**config.mk**
```make
export PLATFORM = sky130hd
export DESIGN_NAME = pcx_rle_bitplane_decoder
export DESIGN_NICKNAME = d
export VERILOG_FILES = /design/src/sv/pcxrle_pkg.sv /design/src/sv/pcxrle_fifo.sv /design/src/sv/pcxrle_front.sv /design/src/sv/pcxrle_back.sv /design/src/sv/pcx_rle_bitplane_decoder.sv
export SDC_FILE = /design/constraint.sdc
export NUM_CORES = 1
export LEC_CHECK = 0
export BUFFER_PORTS_ARGS = -buffer_cell sky130_fd_sc_hd__buf_2
export CAP_MARGIN = 10
export CORE_UTILIZATION = 62
export CTS_CLUSTER_SIZE = 24
export DETAILED_ROUTE_END_ITERATION = 7
export PLACE_DENSITY = 0.91
export SLEW_MARGIN = 25
export SYNTH_ARGS = -nofsm -noshare
export SYNTH_HDL_FRONTEND = slang
export SYNTH_HIERARCHICAL = 1
export SYNTH_SLANG_ARGS = --single-unit
```
**constraint.sdc**
```tcl
create_clock -name clk -period 7.29 [get_ports clk]
set_clock_uncertainty 0.2 [all_clocks]
set_input_delay 1.458 -clock clk [delete_from_list [all_inputs] [get_ports clk]]
set_output_delay 1.458 -clock clk [all_outputs]
set_load 0.005 [all_outputs]
```
**src/sv/pcxrle_pkg.sv**
```systemverilog
// ----------------------------------------------------------------------------
// pcxrle_pkg
// shared constants and types of the pcx bitplane run-length decoder
// ----------------------------------------------------------------------------
package pcxrle_pkg;

  localparam int DEF_MAX_LINE_BYTES = 4096;
  localparam int DEF_MAX_ROWS       = 65536;

  localparam int CMD_DEPTH = 4;
  localparam int OUT_DEPTH = 2;

  localparam int RUN_W       = 6;
  localparam int LINE_REG_W  = 13;
  localparam int ROWS_REG_W  = 17;
  localparam int CFG_DATA_W  = 17;
  localparam int CFG_IDX_W   = 2;
  localparam int LINE_CMP_W  = 17;
  localparam int ROW_CMP_W   = 18;

  localparam logic [1:0] HDR_TAG = 2'b11;

  localparam logic [LINE_REG_W-1:0] RST_LINE_BYTES = LINE_REG_W'(80);
  localparam logic [LINE_REG_W-1:0] RST_KEPT_BYTES = LINE_REG_W'(80);
  localparam logic [ROWS_REG_W-1:0] RST_IMAGE_ROWS = ROWS_REG_W'(480);

  typedef enum logic [CFG_IDX_W-1:0] {
    REG_LINE_BYTES = 2'd0,
    REG_KEPT_BYTES = 2'd1,
    REG_IMAGE_ROWS = 2'd2
  } reg_idx_t;

  typedef struct packed {
    logic [7:0]       value;
    logic [RUN_W-1:0] reps;
  } cmd_t;

  typedef struct packed {
    logic [7:0] pixel_bits;
    logic       row_end;
    logic       image_end;
    logic       last;
  } res_t;

  typedef struct packed {
    logic [LINE_REG_W-1:0] line_bytes;
    logic [LINE_REG_W-1:0] kept_bytes;
    logic [ROWS_REG_W-1:0] image_rows;
  } cfg_t;

endpackage

```
**src/sv/pcxrle_fifo.sv**
```systemverilog
// ----------------------------------------------------------------------------
// pcxrle_fifo
// small register queue with push/full and pop/empty sides
// ----------------------------------------------------------------------------
module pcxrle_fifo #(
  parameter int WIDTH = 8,
  parameter int DEPTH = 2
) (
  input  logic             clk,
  input  logic             rst,
  input  logic             push,
  input  logic [WIDTH-1:0] din,
  output logic             full,
  input  logic             pop,
  output logic [WIDTH-1:0] dout,
  output logic             empty
);

  localparam int AW = (DEPTH > 1) ? $clog2(DEPTH) : 1;

  logic [WIDTH-1:0] mem [DEPTH];
  logic [AW-1:0]    wr_ptr;
  logic [AW-1:0]    rd_ptr;
  logic [AW:0]      count;
  logic             do_push;
  logic             do_pop;

  assign full    = (count == (AW+1)'(DEPTH));
  assign empty   = (count == '0);
  assign do_push = push && !full;
  assign do_pop  = pop && !empty;
  assign dout    = mem[rd_ptr];

  always_ff @(posedge clk) begin
    if (do_push) begin
      mem[wr_ptr] <= din;
    end
  end

  always_ff @(posedge clk) begin
    if (rst) begin
      wr_ptr <= '0;
      rd_ptr <= '0;
      count  <= '0;
    end else begin
      if (do_push) begin
        wr_ptr <= (wr_ptr == AW'(DEPTH - 1)) ? '0 : wr_ptr + 1'b1;
      end
      if (do_pop) begin
        rd_ptr <= (rd_ptr == AW'(DEPTH - 1)) ? '0 : rd_ptr + 1'b1;
      end
      unique case ({do_push, do_pop})
        2'b10:   count <= count + 1'b1;
        2'b01:   count <= count - 1'b1;
        default: count <= count;
      endcase
    end
  end

endmodule

```
**src/sv/pcxrle_front.sv**
```systemverilog
// ----------------------------------------------------------------------------
// pcxrle_front
// takes compressed bytes, splits run headers from values and literals,
// and queues one (value, repeat) command per byte that yields output
// ----------------------------------------------------------------------------
module pcxrle_front (
  input  logic              clk,
  input  logic              rst,
  input  logic              push,
  input  logic [7:0]        code_byte,
  output logic              full,
  output logic              cmd_push,
  output pcxrle_pkg::cmd_t  cmd_data,
  input  logic              cmd_full
);

  import pcxrle_pkg::*;

  logic             await_value;
  logic [RUN_W-1:0] run_count;
  logic             accept;
  logic             is_header;

  assign full      = cmd_full;
  assign accept    = push && !cmd_full;
  assign is_header = (code_byte[7:6] == HDR_TAG);

  // zero-length runs are dropped here
  assign cmd_push       = accept && (await_value ? (run_count != '0) : !is_header);
  assign cmd_data.value = code_byte;
  assign cmd_data.reps  = await_value ? run_count : RUN_W'(1);

  always_ff @(posedge clk) begin
    if (rst) begin
      await_value <= 1'b0;
      run_count   <= '0;
    end else if (accept) begin
      if (await_value) begin
        await_value <= 1'b0;
        run_count   <= '0;
      end else if (is_header) begin
        await_value <= 1'b1;
        run_count   <= code_byte[RUN_W-1:0];
      end
    end
  end

endmodule

```
**src/sv/pcxrle_back.sv**
```systemverilog
// ----------------------------------------------------------------------------
// pcxrle_back
// expands commands one byte per cycle while the result side is not full,
// tracks line position and row, drops padding and holds one kept byte back
// to mark the last of a command
module pcxrle_back #(
  parameter int MAX_LINE_BYTES = pcxrle_pkg::DEF_MAX_LINE_BYTES,
  parameter int MAX_ROWS       = pcxrle_pkg::DEF_MAX_ROWS
) (
  input  logic              clk,
  input  logic              rst,
  input  pcxrle_pkg::cfg_t  cfg,
  input  logic              cmd_valid,
  input  pcxrle_pkg::cmd_t  cmd_data,
  output logic              cmd_pop,
  output logic              res_push,
  output pcxrle_pkg::res_t  res_data,
  input  logic              res_full
);

  import pcxrle_pkg::*;

  localparam int POS_W = (MAX_LINE_BYTES > 1) ? $clog2(MAX_LINE_BYTES) : 1;
  localparam int ROW_W = (MAX_ROWS > 1) ? $clog2(MAX_ROWS) : 1;

  logic                  busy;
  logic [7:0]            value;
  logic [RUN_W-1:0]      remain;
  logic [POS_W-1:0]      line_position;
  logic [ROW_W-1:0]      row_index;

  logic                  held_v;
  logic                  held_final;
  logic [7:0]            held_bits;
  logic                  held_row_end;
  logic                  held_image_end;

  logic [7:0]            cur_value;
  logic [RUN_W-1:0]      cur_reps;
  logic                  cur_valid;
  logic                  step;
  logic                  fin;
  logic                  held_go;

  logic [LINE_CMP_W-1:0] lb;
  logic [LINE_CMP_W-1:0] kb;
  logic [LINE_CMP_W-1:0] eff_line;
  logic [LINE_CMP_W-1:0] eff_kept;
  logic [ROW_CMP_W-1:0]  rb;
  logic [ROW_CMP_W-1:0]  eff_rows;
  logic [LINE_CMP_W-1:0] pos_ext;
  logic [LINE_CMP_W-1:0] pos_inc;
  logic [ROW_CMP_W-1:0]  row_inc;
  logic                  keep;
  logic                  k_row_end;
  logic                  k_image_end;
  logic                  last_row;
  logic                  line_wrap;

  // effective register values
  always_comb begin
    lb = LINE_CMP_W'(cfg.line_bytes);
    kb = LINE_CMP_W'(cfg.kept_bytes);
    rb = ROW_CMP_W'(cfg.image_rows);
    priority if (lb == '0) eff_line = LINE_CMP_W'(1);
    else if (lb > LINE_CMP_W'(MAX_LINE_BYTES)) eff_line = LINE_CMP_W'(MAX_LINE_BYTES);
    else eff_line = lb;
    priority if (kb == '0) eff_kept = LINE_CMP_W'(1);
    else if (kb > eff_line) eff_kept = eff_line;
    else eff_kept = kb;
    priority if (rb == '0) eff_rows = ROW_CMP_W'(1);
    else if (rb > ROW_CMP_W'(MAX_ROWS)) eff_rows = ROW_CMP_W'(MAX_ROWS);
    else eff_rows = rb;
  end

  assign cur_value = busy ? value : cmd_data.value;
  assign cur_reps  = busy ? remain : cmd_data.reps;
  assign cur_valid = busy || cmd_valid;
  assign step      = cur_valid && !res_full;
  assign cmd_pop   = step && !busy;
  assign fin       = (cur_reps == RUN_W'(1));

  assign pos_ext     = LINE_CMP_W'(line_position);
  assign pos_inc     = pos_ext + LINE_CMP_W'(1);
  assign row_inc     = ROW_CMP_W'(row_index) + ROW_CMP_W'(1);
  assign keep        = (pos_ext < eff_kept);
  assign k_row_end   = keep && (pos_inc == eff_kept);
  assign last_row    = (row_inc >= eff_rows);
  assign k_image_end = k_row_end && last_row;
  assign line_wrap   = (pos_inc >= eff_line);

  // held byte leaves when its command is done or a newer kept byte arrives
  assign held_go = held_v && !res_full && (held_final || (step && keep));

  assign res_push            = held_go;
  assign res_data.pixel_bits = held_bits;
  assign res_data.row_end    = held_row_end;
  assign res_data.image_end  = held_image_end;
  assign res_data.last       = held_final;

  always_ff @(posedge clk) begin
    if (step) begin
      value  <= cur_value;
      remain <= cur_reps - RUN_W'(1);
    end
    if (step && keep) begin
      held_bits      <= cur_value;
      held_row_end   <= k_row_end;
      held_image_end <= k_image_end;
    end
  end

  always_ff @(posedge clk) begin
    if (rst) begin
      busy          <= 1'b0;
      held_v        <= 1'b0;
      held_final    <= 1'b0;
      line_position <= '0;
      row_index     <= '0;
    end else begin
      if (step) begin
        busy <= !fin;
        if (line_wrap) begin
          line_position <= '0;
          row_index     <= last_row ? '0 : ROW_W'(row_inc);
        end else begin
          line_position <= POS_W'(pos_inc);
        end
      end
      priority if (step && keep) begin
        held_v     <= 1'b1;
        held_final <= fin;
      end else if (held_go) begin
        held_v     <= 1'b0;
        held_final <= 1'b0;
      end else if (step && fin && held_v) begin
        held_final <= 1'b1;
      end
    end
  end

endmodule

```
**src/sv/pcx_rle_bitplane_decoder.sv**
```systemverilog
// ----------------------------------------------------------------------------
// pcx_rle_bitplane_decoder
// run-length decoder for 1-bit pcx scanlines with padding removal
// ----------------------------------------------------------------------------
// input side: a queue write port; a byte transfers when push is high and
// full is low. result side: a queue read port; the oldest result sits on
// pixel_bits, row_end, image_end and last while empty is low and transfers
// when pop is high. registers line_bytes, kept_bytes and image_rows are
// written through cfg_we, cfg_idx and cfg_data; the user must write them
// only while the decoder is idle, which the block itself does not enforce.
// literal bytes are taken one per cycle while the command queue has room;
// a run value expands into one decoded byte per cycle in the back end while
// the result queue has room, and the command queue (four entries) keeps
// taking input until it fills. the back end holds each kept byte back to
// learn whether it is the last kept byte of its command.
// reset clears the queues, the run state, line position and row count and
// loads the register defaults 80, 80 and 480.
// when the receiver stalls, the two-entry result queue fills, the back end
// stops, and full rises once the command queue is full.
// ----------------------------------------------------------------------------
module pcx_rle_bitplane_decoder #(
  parameter int MAX_LINE_BYTES = pcxrle_pkg::DEF_MAX_LINE_BYTES,
  parameter int MAX_ROWS       = pcxrle_pkg::DEF_MAX_ROWS
) (
  input  logic                             clk,
  input  logic                             rst,
  input  logic                             push,
  input  logic [7:0]                       code_byte,
  output logic                             full,
  output logic                             empty,
  input  logic                             pop,
  output logic [7:0]                       pixel_bits,
  output logic                             row_end,
  output logic                             image_end,
  output logic                             last,
  input  logic                             cfg_we,
  input  logic [pcxrle_pkg::CFG_IDX_W-1:0] cfg_idx,
  input  logic [pcxrle_pkg::CFG_DATA_W-1:0] cfg_data
);

  import pcxrle_pkg::*;

  cfg_t cfg;
  logic cmd_push;
  cmd_t cmd_in;
  logic cmd_full;
  logic cmd_pop;
  cmd_t cmd_out;
  logic cmd_empty;
  logic res_push;
  res_t res_in;
  logic res_full;
  res_t res_out;

  always_ff @(posedge clk) begin
    if (rst) begin
      cfg.line_bytes <= RST_LINE_BYTES;
      cfg.kept_bytes <= RST_KEPT_BYTES;
      cfg.image_rows <= RST_IMAGE_ROWS;
    end else if (cfg_we) begin
      unique case (reg_idx_t'(cfg_idx))
        REG_LINE_BYTES: cfg.line_bytes <= cfg_data[LINE_REG_W-1:0];
        REG_KEPT_BYTES: cfg.kept_bytes <= cfg_data[LINE_REG_W-1:0];
        REG_IMAGE_ROWS: cfg.image_rows <= cfg_data[ROWS_REG_W-1:0];
        default: ;
      endcase
    end
  end

  pcxrle_front u_front (
    .clk       (clk),
    .rst       (rst),
    .push      (push),
    .code_byte (code_byte),
    .full      (full),
    .cmd_push  (cmd_push),
    .cmd_data  (cmd_in),
    .cmd_full  (cmd_full)
  );

  pcxrle_fifo #(
    .WIDTH ($bits(cmd_t)),
    .DEPTH (CMD_DEPTH)
  ) u_cmd_q (
    .clk   (clk),
    .rst   (rst),
    .push  (cmd_push),
    .din   (cmd_in),
    .full  (cmd_full),
    .pop   (cmd_pop),
    .dout  (cmd_out),
    .empty (cmd_empty)
  );

  pcxrle_back #(
    .MAX_LINE_BYTES (MAX_LINE_BYTES),
    .MAX_ROWS       (MAX_ROWS)
  ) u_back (
    .clk       (clk),
    .rst       (rst),
    .cfg       (cfg),
    .cmd_valid (!cmd_empty),
    .cmd_data  (cmd_out),
    .cmd_pop   (cmd_pop),
    .res_push  (res_push),
    .res_data  (res_in),
    .res_full  (res_full)
  );

  pcxrle_fifo #(
    .WIDTH ($bits(res_t)),
    .DEPTH (OUT_DEPTH)
  ) u_res_q (
    .clk   (clk),
    .rst   (rst),
    .push  (res_push),
    .din   (res_in),
    .full  (res_full),
    .pop   (pop),
    .dout  (res_out),
    .empty (empty)
  );

  assign pixel_bits = res_out.pixel_bits;
  assign row_end    = res_out.row_end;
  assign image_end  = res_out.image_end;
  assign last       = res_out.last;

  a_reset_empty: assert property (@(posedge clk) rst |=> (empty && !full))
    else $error("queues not cleared by reset");

  a_image_end_row: assert property (@(posedge clk) disable iff (rst)
    (!empty |-> (!image_end || row_end)))
    else $error("image end without row end");

  a_cmd_nonzero: assert property (@(posedge clk) disable iff (rst)
    (cmd_push && !cmd_full |-> (cmd_in.reps != '0)))
    else $error("zero-length command queued");

  a_push_room: assert property (@(posedge clk) disable iff (rst)
    (res_push |-> !res_full))
    else $error("result transfer into full queue");

endmodule

```
; ---- After elaboration in Yosys (flattened, before gate mapping)
; Memory sizes are Yosys's and may differ from the RTL's. A register that Yosys moved wholly into a read port is not among the register bits.
; Index checks and enable logic that the tools add are counted.
[totals]
register_bits = 116
ramBits = 78
in_bits = 32
output_inout_bits = 13
wordCells = 129
mem_count = 2
[mem_list]
columns = name, depth, word_bits, read_ports, rd_ports_with_merged_regs, write_ports, line_no
row1 = u_cmd_q.mem, 4, 14, 1, 1, 1, pcxrle_fifo.sv:21  ; logic [WIDTH-1:0] mem [DEPTH];
row2 = u_res_q.mem, 2, 11, 1, 1, 1, pcxrle_fifo.sv:21
[op_classes]
n_addsub = 11
magnitude_cmp = 6
n_eq_ne = 13
n_mux = 35
reduce_logical = 41
[op_table]
columns = op, n
row1 = $mux W17, 4
row2 = $logic_not A13 Y1, 2
row3 = $mux W6, 4
row4 = $ge A18 B18 Y1, 1
row5 = $mux W18, 1
row6 = $add A16 B1 Y17 const B, 1
row7 = $eq A17 B17 Y1, 1
row8 = $ge A17 B17 Y1, 1
row9 = $gt A13 B17 Y1, 1
row10 = $gt A17 B17 Y1 const B, 1
row11 = $logic_not A17 Y1, 1
row12 = $lt A12 B17 Y1, 1
row13 = $mux W1, 16
row14 = $mux W16, 1
row15 = $logic_and A1 B1 Y1, 15
row16 = $eq A2 B2 Y1 const B, 7
row17 = $add A12 B1 Y13 const B, 1
row18 = $gt A13 B13 Y1 const B, 1
row19 = $mux W13, 1
row20 = $mux W12, 1
row21 = $reduce_and A2 Y1, 5
row22 = $mux W2, 4
row23 = $mux W8, 1
row24 = $reduce_bool A2 Y1, 4
row25 = 17 further kinds, 30

; ---- Depth between registers and ports, before layout
; Gate-level depths: netlist (run 1).
[depth]
word_depth = 13
ltp_mapped = 25
ltp_nobuf = 23

; ---- Hierarchy
; The synthesis (run 1) kept the hierarchy.
[by_module_without_submodules]
columns = module, instances, cells_each, area_each_um2, seq_area_each_um2
row1 = pcxrle_back, 1, 531, 4635.7, 1341.3
row2 = pcxrle_fifo (u_cmd_q), 1, 127, 2513.7, 1861.8
row3 = pcx_rle_bitplane_decoder, 1, 168, 1773.0, 860.8
row4 = pcxrle_fifo (u_res_q), 1, 60, 1013.5, 760.7
row5 = pcxrle_front, 1, 52, 409.1, 140.1

; ---- Least setup slack after synthesis (run 1)
; OpenSTA, ideal clock, no wires.
[synth_timing]
path_type = flip-flop to flip-flop
from = register cfg[42] (netlist name)
to = memory u_res_q/mem[0][0] in the netlist's numbering (enable)
setup_ns = 0.339
arrival_ns = 4.890
t_required_ns = 6.751
setup_slack_ns = 1.861
path_stages_with_launch = 23
n_path_buf = 2
period_less_slack_ns = 5.429
cell_sequence = dfxtp_1 > inv_1 > clkbuf_1 > nand2_1 > ha_1 > a21oi_1 > o21a_1 > a2bb2oi_1 > a21bo_2 > buf_6 > a21oi_1 > ha_1 > nor2b_1 > o21a_1 > o21a_1 > o21ai_0 > o21ai_0 > a21oi_1 > nor2_1 > nor3_1 > inv_1 > or3_1 > inv_1
[synth_between]
elab_chain_len = 13
elab_cells_between_ends = 14
classes_between = order compare (3) / mux (6) / reduce/logical (5)
[synth_lines]
columns = element, line_no
row1 = $gt A13 B13 Y1, pcxrle_back.sv:66  ; else if (lb > LINE_CMP_W'(MAX_LINE_BYTES)) eff_line = LINE_CMP_W'(MAX_LINE_BYTES);
row2 = $mux W13, pcxrle_back.sv:66
row3 = $mux W17 *, pcxrle_back.sv:65  ; priority if (lb == '0) eff_line = LINE_CMP_W'(1);
row4 = $gt A13 B17 Y1, pcxrle_back.sv:69  ; else if (kb > eff_line) eff_kept = eff_line;
row5 = $mux W17 *, pcxrle_back.sv:69
row6 = $mux W17 *, pcxrle_back.sv:68  ; priority if (kb == '0) eff_kept = LINE_CMP_W'(1);
row7 = $lt A12 B17 Y1 *, pcxrle_back.sv:86  ; assign keep = (pos_ext < eff_kept);
row8 = $logic_and A1 B1 Y1 *, pcxrle_back.sv:93  ; assign held_go = held_v && !res_full && (held_final || (step && keep));
row9 = $logic_or A1 B1 Y1 *, pcxrle_back.sv:93
row10 = $logic_and A1 B1 Y1 *, pcxrle_back.sv:93
row11 = via res_push, pcx_rle_bitplane_decoder.sv:50  ; logic res_push;
row12 = $logic_and A1 B1 Y1 *, pcxrle_fifo.sv:30  ; assign do_push = push && !full;
row13 = $mux W1 *, pcxrle_fifo.sv:35  ; if (do_push) begin
row14 = $mux W1 (not written as such) *, pcxrle_fifo.sv:36  ; mem[wr_ptr] <= din;
row15 = "end, declared", pcxrle_fifo.sv:21
; Mark *: on every way through the listed nets, which the timed path passes. The rest lies on a longest branch.

; ---- Final worst setup path (run 1)
[layout_timing]
from = register cfg[42] (netlist name)
to = memory u_res_q/mem[0][5] in the netlist's numbering (enable)
[layout_between]
elab_chain_len = 13
elab_cells_between_ends = 14
classes_between = order compare (3) / mux (6) / reduce/logical (5)
[layout_lines]
columns = element, line_no
row1 = $gt A13 B13 Y1, pcxrle_back.sv:66
row2 = $mux W13, pcxrle_back.sv:66
row3 = $mux W17 *, pcxrle_back.sv:65
row4 = $gt A13 B17 Y1, pcxrle_back.sv:69
row5 = $mux W17 *, pcxrle_back.sv:69
row6 = $mux W17 *, pcxrle_back.sv:68
row7 = $lt A12 B17 Y1 *, pcxrle_back.sv:86
row8 = $logic_and A1 B1 Y1 *, pcxrle_back.sv:93
row9 = $logic_or A1 B1 Y1 *, pcxrle_back.sv:93
row10 = $logic_and A1 B1 Y1 *, pcxrle_back.sv:93
row11 = via res_push, pcx_rle_bitplane_decoder.sv:50
row12 = $logic_and A1 B1 Y1 *, pcxrle_fifo.sv:30
row13 = $mux W1 *, pcxrle_fifo.sv:35
row14 = $mux W1 (not written as such) *, pcxrle_fifo.sv:36
; Marks and branches as above.

==> impl_metrics.py, run 1 <==
metrics = {
    "outcome": {
        "status": "completed",
    },
    "worst_setup_path": {
        "cpMaxStageDelayCell": "a2bb2oi_1",
        "end_kind": "register",
        "cp.arrival_ns": 5.96,
        "startpoint_type": "register",
        "reg2reg_depth": 21,
        "required_ns": 7.19,
        "r2r_start": "cfg[42]",
        "crit_chain": "inv_1, nand2_1, ha_1, a21oi_1, o21a_1, a2bb2oi_1, a21bo_2, a21oi_1, ha_1, nor2b_1, o21a_1, o21a_1, o21ai_0, o21ai_0, a21oi_1, buf_4, nor2_1, nor3_1, inv_1, or3_1, inv_1",
        "crit_buf_inv": 4,
        "path_depth": 21,
        "crit_type": "register to register",
        "reg2reg_setup_slack_ns": 1.23,
        "crit_path_max_incr_delay_ns": 0.60,
        "path_max_fanout": 13,
        "r2r-end": "u_res_q/mem[0][5]",
        "crit_family": "compound AO/OA/AOI/OAI gates",
    },
    "final_layout": {
        "regArea_mm2": 0.004966,
        "multi_input_area_mm2": 0.004976,
        "final_common_cell": "edfxtp_1",
        "diodes": 0,
        "drive_above_1_share_pct": 14.68,
        "syn2layout_area_growth_pct": 8.588,
        "fill_cells": 1054,
        "finalInstanceArea_mm2": 0.01123,
        "final_cell_mix": "edfxtp_1 (102), dfxtp_1 (94), ha_1 (66), nand2b_1 (65), nand2_1 (64)",
        "fin_cells": 1183,
        "nets": 1053,
    },
    "global_routing": {
        "grt_overflow": 0,
        "grt_max_degree": 74,
        "grt_first_pass_wirelength_mm": 37.27,
        "grt_pass1_vias": 7443,
        "antenna_found_initial": 0,
        "grt_usage_pct": 27.53,
    },
    "synth": {
        "yosysTopAreaCell": "edfxtp_1",
        "synth-simple-area-share_pct": 17.13,
        "synthAdderAreaFrac_pct": 8.176,
        "netlist_instances": 938,
        "synthesis.area_mm2": 0.01034,
        "yosysWarnings": 6,
        "synth.yosys.seq_area_share_pct": 47.99,
        "synth_edf_count": 102,
        "ys_types": 70,
        "synth_compound_area_share_pct": 8.345,
        "avgSynthCellArea_um2": 11.03,
        "synthArstFlopShare_pct": 0,
        "synthMuxAreaShare_pct": 10.73,
        "synth_top_family_by_area": "simple AND/OR/NAND/NOR gates",
        "yosysTopAreaCellShare_pct": 29.61,
        "ys_top_cells_by_area": "edfxtp_1 (30%), dfxtp_1 (18%), ha_1 (8.0%)",
        "synth_ff_type": "edfxtp_1",
        "synth-xor-area-share_pct": 3.725,
        "synth-seq-cells": 197,
        "synth_nets": 1037,
    },
    "timing": {
        "max_freq_mhz": 165.0,
        "finalCriticalPeriod_ns": 6.062,
        "period_share_pct": 83.16,
        "relSlewSlack_pct": 43.55,
        "tns_ns": 0,
        "final-max-slew-violation-count": 0,
        "hold_viol_final": 0,
        "setup_viol": 0,
        "worstMarginPinSlew_ns": 0.8455,
        "rsz0062_at_grt": "no",
    },
    "clock_network": {
        "clock_sinks": 197,
        "clockBufferDepth": 2,
        "htreeDepth": 4,
        "cts_tree": "yes",
        "clock_latency_ns": 0.45,
        "cts_hold_buf": 0,
        "cts_buffers": 17,
        "post_cts_resized": 0,
        "clock-root-buffer": "clkbuf_16",
        "path_clk_slew_ns": 0.08,
        "post_cts_buffers": 0,
    },
    "die": {
        "start_util_pct": 64.42,
        "io_pins": 45,
        "rows": 46,
        "die_area_mm2": 0.01721,
        "dieWidth_um": 131.2,
        "core-area_mm2": 0.01606,
        "dieHeight_um": 131.2,
    },
    "pwr": {
        "combPwrFrac_pct": 25.3,
        "pwr-share-seq_pct": 45.6,
        "peakVddDrop_uv": 258.1,
        "p_leak_nw": 4.427,
        "power.switching_mw": 1.149,
        "p_clk_share_pct": 29.1,
        "internal-power_mw": 2.316,
        "p_sw_share_pct": 33.16,
        "power_density_mw_per_mm2": 308.4,
    },
    "drt": {
        "drtIter0Drc": 774,
        "wirelength_mm": 23.15,
        "ant_nets": 0,
        "drc": 0,
        "post_drt_wl_per_cell_um": 19.57,
        "dr.pass1.iters": 5,
        "vias_per_cell": 6.363,
        "vias": 7528,
    },
    "placed_design": {
        "post_dp_cell_area_mm2": 0.01058,
        "dp_hpwl_mm": 15.24,
        "port_buffers": 44,
        "dp.cells": 1151,
        "place.gp.congestion": 0.9228,
    },
    "min_path": {
        "hold_depth": 0,
        "hold_class": "register to register",
        "holdPathEnd": "u_res_q/mem[0][10]",
        "holdCritStartpoint": "u_back/held_bits[7]",
    },
    "flow_run": {
        "cap_viol_max_count": 0,
    },
}
-- routing by layer --
| layer | vias to the layer above | wire [um] | track usage (%) |
|---|---|---|---|
| met5 | - | 0 | 0 |
| met4 | 0 | 714 | 12.68 |
| met3 | 77 | 1681 | 5.517 |
| met2 | 403 | 11480 | 46.19 |
| met1 | 3607 | 9279 | 34.20 |
| li1 | 3441 | - | - |
-- flip-flops by register name (all words and copies together) (netlist names), 3 cells and up, named ones only --
name and cells:
cfg 43, u_back/held_bits 8, u_back/line_position 12, u_back/remain 6, u_back/row_index 16, u_back/value 8
u_cmd_q/count 3, u_cmd_q/mem 56, u_front/run_count 6, u_res_q/mem 22
-- layout make-up --
class / count / area share, %
sequential: 197 / 44.21
multi-input combinational: 658 / 44.30
clock inverter: 15 / 1.983
timing repair buffer: 48 / 2.250
tap: 216 / 2.406
clock buffer: 17 / 3.787
inverter: 32 / 1.069
-- how the worst max path moves through the flow --
| stage | from | to |
|---|---|---|
| detailed placement | cfg[42] | u_res_q/mem[0][4] |
| global placement | cfg[42] | u_res_q/mem[0][5] |
| floorplan | cfg[42] | u_res_q/mem[0][0] |
| finish | cfg[42] | u_res_q/mem[0][5] |
| global route | cfg[42] | u_res_q/mem[0][5] |
| CTS | cfg[42] | u_res_q/mem[0][4] |
-- stage by stage --
| stage | setup slack (ns) | total power [mW] | util, % | hold slack, ns |
|---|---|---|---|---|
| 2_1_floorplan | 1.861 | 2.217 | - | 0.2215 |
| 3_3_place_gp | 1.894 | 2.390 | 65.91 | 0.2259 |
| 3_5_place_dp | 1.510 | 2.448 | 65.91 | 0.2313 |
| 4_1_cts | 1.379 | 3.465 | 69.95 | 0.2562 |
| 5_1_grt | 0.8861 | 3.615 | 69.95 | 0.2679 |
| 6_report | 1.228 | 3.465 | 69.95 | 0.2562 |
-- cells in the mapped netlist (4+ instances only) --
cell type    n
edfxtp_1   102
dfxtp_1     95
ha_1        66
nand2b_1    65
nand2_1     64
a21oi_1     58
mux2i_1     53
nor2_1      42
nand3_1     34
inv_1       31
o21ai_0     30
xor2_1      26
nand4_1     24
clkbuf_1    21
mux2_2      19
xnor2_1     18
mux4_2      14
buf_4       13
and2_1      11
and3_1      11
buf_2       11
nor3_1      11
nor4_1      10
o21a_1       9
a32o_1       8
a211oi_1     7
nor3b_1      7
and3_2       5
nor2b_1      5
or4_1        5
buf_6        4
-- cells by family (layout without fill, tap and decap cells) --
logic type	count (synthesis)	after routing
simple gates	321	321
compound gates	137	137
fa+ha+maj	67	67
flops	197	197
buf+inv	83	112
xor+xnor	44	44
mux	89	89
-- power by group through the flow --
stage / logic (mW) / clock network [mW] / registers (mW)
after global routing: 0.960 / 1.05 / 1.60
after detailed placement: 0.849 / 0 / 1.60
final: 0.875 / 1.01 / 1.58
after CTS: 0.868 / 1.02 / 1.58
after global placement: 0.804 / 0 / 1.59
after floorplan: 0.702 / 0 / 1.51
-- worst register-to-register path: cells and delay by family, from the launching register on --
family	cells	cell delay [ns]
buf+inv	4	0.98
simple gates	5	1.03
fa+ha+maj	2	0.62
compound gates	10	2.51
flops	1	0.35
Power figures use the tool's default switching activity.
==> inputs of run 2 (changes only) <==
--- a/config.mk
+++ b/config.mk
@@ -5,12 +5,13 @@
 export SDC_FILE = /design/constraint.sdc
 export NUM_CORES = 1
 export LEC_CHECK = 0
+export ABC_AREA = 1
 export BUFFER_PORTS_ARGS = -buffer_cell sky130_fd_sc_hd__buf_2
 export CAP_MARGIN = 10
-export CORE_UTILIZATION = 62
+export CORE_UTILIZATION = 56
 export CTS_CLUSTER_SIZE = 24
 export DETAILED_ROUTE_END_ITERATION = 7
-export PLACE_DENSITY = 0.91
+export PLACE_DENSITY = 0.87
 export SLEW_MARGIN = 25
 export SYNTH_ARGS = -nofsm -noshare
 export SYNTH_HDL_FRONTEND = slang
==> constraint.sdc (replaced) <==
create_clock -name clk -period 4.97 [get_ports clk]
set_clock_uncertainty 0.2 [all_clocks]
set_input_delay 0.994 -clock clk [delete_from_list [all_inputs] [get_ports clk]]
set_output_delay 0.994 -clock clk [all_outputs]
set_load 0.005 [all_outputs]
==> run 2 against run 1 <==
Effect of this change: sequential power is 49% higher; fmax increased by 25%; core utilization fell by 6.7 points; highest routed layer unchanged.
==> impl_metrics.py, run 2 <==
metrics = {
    "global_routing": {
        "grt_usage_pct": 24.35,
        "antenna_found_initial": 0,
        "grt_first_pass_wirelength_mm": 38.58,
        "grt_overflow": 0,
        "grt_pass1_vias": 8212,
        "grt_max_degree": 44,
    },
    "die": {
        "io_pins": 45,
        "dieWidth_um": 141.5,
        "rows": 50,
        "dieHeight_um": 141.5,
        "die_area_mm2": 0.02003,
        "core-area_mm2": 0.01889,
        "start_util_pct": 57.70,
    },
    "placed_design": {
        "port_buffers": 44,
        "place.gp.congestion": 0.9616,
        "dp_hpwl_mm": 16.30,
    },
    "final_layout": {
        "syn2layout_area_growth_pct": 9.607,
        "final_cell_mix": "nand2_1 (245), nor2_1 (178), inv_1 (165), edfxtp_1 (102), dfxtp_1 (94)",
        "largest_reg_flops": 56,
        "diodes": 0,
        "reg_top3": "u_cmd_q/mem: 56 flops, cfg: 43 flops, u_res_q/mem: 22 flops",
        "largest-register": "u_cmd_q/mem",
        "drive_above_1_share_pct": 14.98,
        "nets": 1421,
        "final_util_pct": 63.25,
        "final_common_cell": "nand2_1",
    },
    "drt": {
        "wirelength_mm": 24.10,
        "drc": 0,
        "vias_per_cell": 5.521,
        "ant_nets": 0,
        "drtIter0Drc": 836,
        "post_drt_wl_per_cell_um": 15.11,
        "dr.pass1.iters": 7,
        "vias": 8806,
    },
    "synth": {
        "synthTopCellsByCount": "nand2_1 (257), nor2_1 (182), inv_1 (167)",
        "synth_edf_count": 102,
        "synth_nets": 1394,
        "yosysTopAreaCellShare_pct": 28.10,
        "synth-seq-cells": 197,
        "ys_top_cells_by_area": "edfxtp_1 (28%), dfxtp_1 (17%), nand2_1 (8.8%)",
        "yosysTopAreaCell": "edfxtp_1",
        "synthArstFlopShare_pct": 0,
        "netlist_instances": 1295,
        "synth.yosys.seq_area_share_pct": 45.54,
        "synth_ff_type": "edfxtp_1",
        "yosysWarnings": 6,
        "avgSynthCellArea_um2": 8.418,
        "synthesis.area_mm2": 0.01090,
        "ys_types": 53,
        "yosys.cell_count.top_type": "nand2_1",
    },
    "timing": {
        "finalCriticalPeriod_ns": 4.847,
        "period_share_pct": 97.52,
        "tns_ns": 0,
        "rsz0062_at_grt": "yes",
        "worstMarginPinSlew_ns": 0.8703,
        "relSlewSlack_pct": 41.90,
        "max_freq_mhz": 206.3,
        "setup_viol": 0,
        "hold_viol_final": 0,
        "final-max-slew-violation-count": 0,
    },
    "worst_setup_path": {
        "startpoint_type": "register",
        "crit_path_max_incr_delay_ns": 0.33,
        "cp.arrival_ns": 4.98,
        "crit_top_cell": "nand2_1",
        "crit_type": "register to register",
        "cpMaxStageDelayCell": "dfxtp_1",
        "end_kind": "register",
        "path_max_fanout": 6,
        "required_ns": 5.11,
    },
    "clock_network": {
        "cts_tree": "yes",
        "path_clk_slew_ns": 0.07,
        "htreeDepth": 4,
        "clockBufferDepth": 2,
        "clock_latency_ns": 0.44,
        "cts_buffers": 17,
        "clock_sinks": 197,
        "cts_hold_buf": 0,
        "clock-root-buffer": "clkbuf_16",
    },
    "pwr": {
        "peakVddDrop_uv": 305.2,
        "p_leak_nw": 5.408,
        "power_density_mw_per_mm2": 470.0,
    },
    "min_path": {
        "hold_class": "register to register",
    },
    "outcome": {
        "status": "completed",
    },
    "flow_run": {
        "cap_viol_max_count": 0,
    },
}
## run 2: worst max-delay path, delay by kind of cell, from the launching register on
kind	cells	cell delay (ns)
flip-flops	1	0.33
adder cells (fa/ha/maj)	3	0.81
AO/OA/AOI/OAI	2	0.27
buffers and inverters	6	0.45
AND/OR/NAND/NOR	27	2.64
## run 2: final cells by class
cell class              instances  area (um^2)
well taps                     260        325.3
clock buffers                  17        425.4
clock inverters                15        173.9
repair buffers                 57        321.6
multi-input cells             870         5059
inverters                     179        678.2
flip-flops and latches        197         4966
fillers                      1485         6944
## run 2: cells by family (layout without fill, tap and decap cells)
kind of cell             count (synthesis)  count (layout)  synth area share [%]
AND/OR/NAND/NOR                        600             602                 24.94
buffers and inverters                  230             268                 9.767
flip-flops                             197             197                 45.54
AO/OA/AOI/OAI                          156             156                 7.896
adder cells (fa/ha/maj)                 67              67                 7.759
multiplexers                            23              23                 2.330
XOR/XNOR                                22              22                 1.767
## run 2: routing by layer
metal  global-route usage (%)  wire, um
met5                        0         0
met4                    9.168       771
met1                    29.77      9922
met2                    42.16     11780
met3                    5.164      1622
## run 2: report_power, final
part           total [mW]  switching [mW]  internal (mW)
Combinational        1.88            1.21          0.667
Clock                1.38           0.658          0.720
Sequential           2.36           0.203           2.16
## run 2: worst paths after layout
check | start | endpoint | slack, ns | cells after the start
hold / removal | u_back/held_image_end | u_res_q/mem[0][1] | 0.25 | 0
setup reg to reg | cfg[31] | u_res_q/count[1] | 0.12 | 38
hold reg to reg | u_back/held_image_end | u_res_q/mem[0][1] | 0.25 | 0
setup / recovery | cfg[31] | u_res_q/count[1] | 0.12 | 38
## run 2: metrics by stage
step	power, mW	hold WS [ns]	setup WS [ns]	std cells	cell area (um^2)
after floorplan	3.707	0.2215	0.5126	1295	10900
after global placement	4.047	0.2265	0.3966	1558	11130
after detailed placement	4.138	0.2312	0.1700	1558	11130
after CTS	5.531	0.2481	0.02649	1590	11730
after global routing	5.941	0.2617	-0.1762	1595	11950
final	5.616	0.2459	0.1234	1595	11950
## run 2: repair_timing
item,in CTS,in global routing
setup endpoints to repair,0,24
setup buffers,0,3
gates resized for setup,0,39
endpoints found under the hold margin,0,0
